<file path="config.mk">
export PLATFORM = sky130hd
export DESIGN_NAME = tah3d_side
export DESIGN_NICKNAME = d
export VERILOG_FILES = /design/src/sv/triangle_area_heron_3d_core_defines.svh /design/src/sv/tah3d_pkg.sv /design/src/sv/tah3d_side.sv
export SDC_FILE = /design/constraint.sdc
export NUM_CORES = 2
export LEC_CHECK = 0
export ABC_AREA = 1
export BUFFER_PORTS_ARGS = -buffer_cell sky130_fd_sc_hd__buf_4
export CAP_MARGIN = 20
export CORE_MARGIN = 1
export CORE_UTILIZATION = 35
export DETAILED_ROUTE_END_ITERATION = 8
export HOLD_SLACK_MARGIN = 0.1
export PLACE_DENSITY = 0.59
export SETUP_SLACK_MARGIN = 0.15
export SYNTH_ARGS = -nofsm -noshare
export SYNTH_HDL_FRONTEND = slang
export SYNTH_SLANG_ARGS = --single-unit
</file>
<file path="constraint.sdc">
create_clock -name clk -period 6.6 [get_ports clk]
set_input_delay 0.99 -clock clk [delete_from_list [all_inputs] [get_ports clk]]
set_output_delay 0.99 -clock clk [all_outputs]
set_load 0.01 [all_outputs]
</file>
<file path="src/sv/triangle_area_heron_3d_core_defines.svh">
// assertion helpers for the asserting module
`ifndef TRIANGLE_AREA_HERON_3D_CORE_DEFINES_SVH
`define TRIANGLE_AREA_HERON_3D_CORE_DEFINES_SVH

// same-cycle implication, sampled on clk, off during reset
`define TAH3D_ASSERT_NOW(lbl, ante, cons, msg) \
  lbl: assert property (@(posedge clk) disable iff (!rst_n) (ante) |-> (cons)) \
    else $error(msg);

// next-cycle implication, sampled on clk, off during reset
`define TAH3D_ASSERT_NEXT(lbl, ante, cons, msg) \
  lbl: assert property (@(posedge clk) disable iff (!rst_n) (ante) |=> (cons)) \
    else $error(msg);

`endif

</file>
<file path="src/sv/tah3d_pkg.sv">
package tah3d_pkg;

  localparam int COORD_BITS = 16;
  localparam int FRAC_BITS  = 8;
  localparam int AREA_W     = 41;

  // squared distance and side root
  localparam int D2_W     = 2 * COORD_BITS + 2;
  localparam int SRAD_RAW = D2_W + 2 * FRAC_BITS;
  localparam int SRAD_W   = SRAD_RAW + (SRAD_RAW % 2);
  localparam int SIDE_W   = SRAD_W / 2;

  // perimeter, factor products and area root
  localparam int P_W      = SIDE_W + 2;
  localparam int M_W      = 2 * P_W;
  localparam int PROD_W   = 4 * P_W;
  localparam int SHIFT_W  = 2 * FRAC_BITS + 4;
  localparam int ARAD_RAW = PROD_W - SHIFT_W;
  localparam int ARAD_W   = ARAD_RAW + (ARAD_RAW % 2);
  localparam int AROOT_W  = ARAD_W / 2;
  localparam int AEXT_W   = (AROOT_W > AREA_W) ? AROOT_W : AREA_W;

  // latencies in register stages
  localparam int SIDE_LAT = 3 + SIDE_W;
  localparam int PIPE_LAT = SIDE_LAT + 4 + AROOT_W;

  typedef logic signed [COORD_BITS-1:0] coord_t;
  typedef logic [SIDE_W-1:0]            side_t;
  typedef logic [AREA_W-1:0]            area_t;

  typedef struct packed {
    coord_t x;
    coord_t y;
    coord_t z;
  } point_t;

endpackage

</file>
<file path="src/sv/tah3d_side.sv">
module tah3d_side import tah3d_pkg::*; (
  input  logic   clk,
  input  logic   en,
  input  point_t pt_p,
  input  point_t pt_q,
  output side_t  side
);

  localparam int W = SIDE_W;

  coord_t                       pc [3];
  coord_t                       qc [3];
  logic signed [COORD_BITS:0]   dif [3];
  logic [COORD_BITS-1:0]        mag_nxt [3];
  logic [COORD_BITS-1:0]        mag_r [3];
  logic [2*COORD_BITS-1:0]      sq_r [3];
  logic [D2_W-1:0]              d2_nxt;
  logic [SRAD_W-1:0]            rad_r;

  assign pc[0] = pt_p.x;
  assign pc[1] = pt_p.y;
  assign pc[2] = pt_p.z;
  assign qc[0] = pt_q.x;
  assign qc[1] = pt_q.y;
  assign qc[2] = pt_q.z;

  // absolute coordinate differences
  always_comb begin
    for (int k = 0; k < 3; k++) begin
      dif[k] = {qc[k][COORD_BITS-1], qc[k]} - {pc[k][COORD_BITS-1], pc[k]};
      mag_nxt[k] = dif[k][COORD_BITS] ? COORD_BITS'(-dif[k]) : COORD_BITS'(dif[k]);
    end
  end

  assign d2_nxt = D2_W'(sq_r[0]) + D2_W'(sq_r[1]) + D2_W'(sq_r[2]);

  always_ff @(posedge clk) begin
    if (en) begin
      for (int k = 0; k < 3; k++) begin
        mag_r[k] <= mag_nxt[k];
        sq_r[k]  <= (2*COORD_BITS)'(mag_r[k]) * (2*COORD_BITS)'(mag_r[k]);
      end
      rad_r <= SRAD_W'(d2_nxt) << (2 * FRAC_BITS);
    end
  end

  // restoring square root, one result bit per stage
  logic [W+1:0]   rem_r  [W];
  logic [W-1:0]   root_r [W];
  logic [2*W-1:0] num_r  [W];

  for (genvar k = 0; k < W; k++) begin : g_sqrt
    logic [W+1:0]   rem_in;
    logic [W-1:0]   root_in;
    logic [2*W-1:0] num_in;
    logic [W+3:0]   cur;
    logic [W+3:0]   trial;

    if (k == 0) begin : g_first
      assign rem_in  = '0;
      assign root_in = '0;
      assign num_in  = rad_r;
    end else begin : g_next
      assign rem_in  = rem_r[k-1];
      assign root_in = root_r[k-1];
      assign num_in  = num_r[k-1];
    end

    assign cur   = {rem_in, num_in[2*W-1 -: 2]};
    assign trial = {2'b00, root_in, 2'b01};

    always_ff @(posedge clk) begin
      if (en) begin
        if (cur >= trial) begin
          rem_r[k]  <= (W+2)'(cur - trial);
          root_r[k] <= {root_in[W-2:0], 1'b1};
        end else begin
          rem_r[k]  <= cur[W+1:0];
          root_r[k] <= {root_in[W-2:0], 1'b0};
        end
        num_r[k] <= num_in << 2;
      end
    end
  end

  assign side = root_r[W-1];

endmodule

</file>
**Word-level counts from Yosys, hierarchy flattened**

Memories as Yosys holds them, arrays and structs flattened.
Index checks and enable logic that the tools add are counted.

- Bits in registers: 34
- Memory bits (writable): 2644
- Bits of input ports: 98
- Word-level logic and storage cells: 322
- Memories kept: 5

- Add/subtract/negate cells: 33
- $mul: 3
- Order comparisons: 25
- Muxes and demuxes: 205
- Bitwise logic cells: 50

Memories:

| memory | words | width | read ports | clocked after memory_dff | wr ports | line | text |
|---|---|---|---|---|---|---|---|
| num_r | 25 | 48 | 24 | 0 | 25 | tah3d_side.sv:50 | `logic [2*W-1:0] num_r [W];` |
| rem_r | 25 | 27 | 24 | 0 | 25 | tah3d_side.sv:48 | `logic [W+1:0] rem_r [W];` |
| root_r | 25 | 25 | 25 | 0 | 25 | tah3d_side.sv:49 | `logic [W-1:0] root_r [W];` |
| sq_r | 3 | 32 | 3 | 0 | 3 | tah3d_side.sv:16 | `logic [2*COORD_BITS-1:0] sq_r [3];` |
| mag_r | 3 | 16 | 3 | 0 | 3 | tah3d_side.sv:15 | `logic [COORD_BITS-1:0] mag_r [3];` |

Operator list:

| operator | number |
|---|---|
| $ge A29 B27 Y1 | 24 |
| $mux W27 | 25 |
| $sub A27 B27 Y27 | 24 |
| $mux W25 | 25 |
| $mux W1 | 152 |
| $mul A16 B16 Y32 | 3 |
| $sub A16 B16 Y17 | 3 |
| $or A1 B1 Y1 | 50 |
| $mux W16 | 3 |
| $neg A16 Y16 | 3 |
| $add A33 B32 Y34 | 1 |
| $add A32 B32 Y33 | 1 |
| $sub A2 B1 Y3 const B | 1 |
| $ge A2 B1 Y1 const B | 1 |

**Depth between registers and ports, before layout**

An unclocked memory read counts as a cell.

- Word-level depth: 6
- Depth in mapped cells: 28
- Depth with buffers taken out: 26

**Least setup slack after synthesis**

No wires, ideal clock.

- Kind: register -> register
- From: memory mag_r[2][4], in the netlist mag_r[0][36]
- To: memory sq_r[0][93] (netlist bit) (data pin)
- Library setup time: 252 ps
- Arrival time: 5546 ps
- Data required time: 6348 ps
- Path slack: 802 ps
- Cell stages (with the launch flop): 23
- Path buffers: 2
- Clock period less this slack: 5798 ps
- Path through: edfxtp_1 > clkbuf_1 > clkbuf_1 > nand2_1 > fa_1 > inv_1 > fa_1 > fa_1 > fa_1 > fa_1 > inv_1 > fa_1 > inv_1 > ha_1 > nand2_1 > nor2_1 > nor3b_1 > nand4_1 > nand3_1 > a21o_1 > nand2_1 > nand3_1 > nand2_1

RTL lines:

| what | line |
|---|---|
| start, declared | tah3d_side.sv:15 |
| end, declared | tah3d_side.sv:16 |

==> results.ini <==
[placement]
place_congestion = 0.9093
io_buffers = 122
hpwl_mm = 186.7
detailed_place.area_um2 = 106300
dp.cells = 14930

[drt]
routed_wl_mm = 232.8
drtIter0Drc = 4396
post-route-drc-count = 0
vias = 71870
dr.pass1.iters = 8
avgViaCountPerCell = 4.717
drt-wirelength-per-cell_um = 15.28
ant_nets = 0

[logic_synthesis]
syn_avg_cell_area_um2 = 9.044
syn_nets = 12520
ys_warn_count = 0
ys_seq_area_frac = 0.4088
synth_enable_flop_cells = 1375
synthesis.area_um2 = 101100
ys_ff_latch = 1376
synth-main-ff-cell = edfxtp_1
synthCells = 11170
async_reset_ff_frac = 0
ys_types = 75

[status]
status = completed

[clock_network]
cts.clk_slew.worst_paths_ns = 0.07
clk_latency_ns = 0.85
cts_max_level = 4
cts_buffers = 165
cts_root_buffer = clkbuf_16
numClockSinks = 1376
clockBufferDepth = 4
cts_tree = done

[sta]
finClkSkew_ns = 0.05326
fin_crit_sh = 0.9255
setup_tns_ns = 0
rsz0062_at_grt = yes
max_freq_mhz = 163.7
max_slew.worst_pin.slew_ns = 0.9671
final_max_slew_viol_count = 0
hold_viol_final = 0
setup_viol = 0
period_needed_ns = 6.108
relSlewSlack = 0.3553

[floorplanning]
rows = 196
die_y_um = 539.3
io_pins = 123
core_area_um2 = 286200
start_util = 0.3531
dieArea_um2 = 290900
fp.dieW_um = 539.3

[global_route]
antenna_found_initial = 3
first_global_vias = 71210
grt_max_degree = 170
globalRouteOverflowTotal = 0
grt_first_pass_wirelength_mm = 375.7
track_usage = 0.1593

[final_layout]
postLayoutCellArea_um2 = 111600
drive_above_1_share = 0.05622
syn_to_final_growth_pct = 10.43
fin_util = 0.3900
nets = 12710
final_cells = 15240

[worst_hold_path]
hp-class = reg -> reg

[setup_path]
crit_arrival_ns = 6.65
worstPathMaxFanout = 17
path_class = reg -> reg
cp_top_family = adder cells
cp.buffers_inverters = 4
cp.required_ns = 7.14
path_common_cell = fa_1
cp-start-kind = flop
slowest_delay_ns = 0.79
path_cells = nand2_1, fa_1, inv_1, fa_1, fa_1, fa_1, fa_1, inv_1, fa_1, inv_1, ha_1, a21oi_1, o21ai_0, inv_1, nor2_1, nor2_1, nand3_1, a21o_1, nand2_1, nand2_1, nand2_1, nand2_1
crit_slowest_cell = edfxtp_1
end_kind = flop

[flow_run]
drv_cap = 0

-- through the flow --
stage | hold slack (ns) | setup WS [ns]
detailed placement | 0.4045 | 0.4573
floorplan | 0.4003 | 0.8019
global placement | 0.4008 | 0.5034
global route | 0.3903 | 0.1481
finish | 0.3804 | 0.4918
CTS | 0.3836 | 0.4173
-- placed cells by master (no fill, tap or decap), types with 128 or more instances in the layout --
cell type,count
nand4_1,137
nor3_1,170
o21ai_1,128
clkbuf_16,166
buf_4,191
ha_1,717
a21oi_1,598
fa_1,534
o21ai_0,343
xnor2_1,270
nor2_1,903
edfxtp_1,1375
nand3_1,382
nand2_1,2163
inv_1,2301
xor2_1,374
-- cell families (layout without fill, tap and decap cells) --
group,count (synthesis),in the layout,share of synthesized area
AO/OA/AOI/OAI,1374,1374,0.07622
XOR/XNOR,644,644,0.05581
adder cells (fa/ha/maj),1251,1251,0.1946
buffers and inverters,2514,2812,0.09509
flip-flops,1376,1376,0.4088
multiplexers,8,8,0.0008666
other,0,1,0
AND/OR/NAND/NOR,4007,4007,0.1687
-- final timing paths --
path                       from            end  slack (ns)  depth (start not counted)
setup reg to reg    mag_r[0][1]    sq_r[0][29]        0.49                         22
hold / removal    num_r[0][271]  num_r[0][321]        0.38                          0
hold reg to reg   num_r[0][271]  num_r[0][321]        0.38                          0
setup / recovery    mag_r[0][1]    sq_r[0][29]        0.49                         22
-- flip-flops by register name, summed over array words and instances (netlist names) --
register / count
num_r: 272
g_sqrt.num_in: 34
mag_r: 48
root_r: 325
sq_r: 93
rem_r: 604
-- routing by layer --
layer	vias up	share of wire	GRT usage	routed length, um
met3	333	0.038	0.01685	8847
li1	36480	-	-	-
met4	0	0.026	0.04385	6102
met2	1332	0.48	0.2762	112500
met5	-	0	0	0
met1	33720	0.45	0.2100	105400
-- cells in the mapped netlist, types with 12 or more instances --
| master | count | area (um2) |
|---|---|---|
| clkbuf_1 | 120 | 450.4 |
| xor2_1 | 374 | 3276 |
| nand2_1 | 2163 | 8119 |
| or2_2 | 37 | 231.5 |
| nand3b_1 | 15 | 112.6 |
| o21a_1 | 20 | 150.1 |
| a21boi_0 | 15 | 112.6 |
| xnor2_1 | 270 | 2365 |
| a21oi_1 | 598 | 2993 |
| nand4_1 | 137 | 857.1 |
| buf_4 | 15 | 112.6 |
| fa_1 | 534 | 10690 |
| edfxtp_1 | 1375 | 41290 |
| nor2_1 | 903 | 3390 |
| buf_2 | 37 | 185.2 |
| nor4_1 | 74 | 462.9 |
| o21bai_1 | 49 | 367.9 |
| nor3_1 | 170 | 850.8 |
| nor2_4 | 13 | 146.4 |
| nand3_1 | 382 | 1912 |
| a21o_1 | 63 | 473.0 |
| inv_2 | 30 | 112.6 |
| o21ai_0 | 343 | 1717 |
| o21ai_2 | 24 | 210.2 |
| ha_1 | 717 | 8971 |
| a211oi_1 | 12 | 90.09 |
| inv_1 | 2301 | 8637 |
| o21ai_1 | 128 | 640.6 |
| o211ai_1 | 23 | 172.7 |
| nor2_2 | 15 | 93.84 |
| a31oi_1 | 45 | 281.5 |
| nand2_2 | 29 | 181.4 |
-- repair_timing --
action	CTS	global route
setup endpoints to repair	0	2
hold buffers	0	0
resized for setup	0	0
hold endpoints to repair	0	0
setup buffers	0	21
-- cell type report --
cell class / instances / area, um2
Antenna cell: 1 / 2.502
Sequential cell: 1376 / 41310
Clock inverter: 90 / 819.5
Tap cell: 3762 / 4707
Multi-Input combinational cell: 7284 / 50140
Timing Repair Buffer: 199 / 1602
Inverter: 2333 / 8760
Clock buffer: 190 / 4264
Fill cell: 28590 / 174600
Power is not shown: default switching activity piles up to over one toggle a cycle in this logic, so the estimate is an artifact.
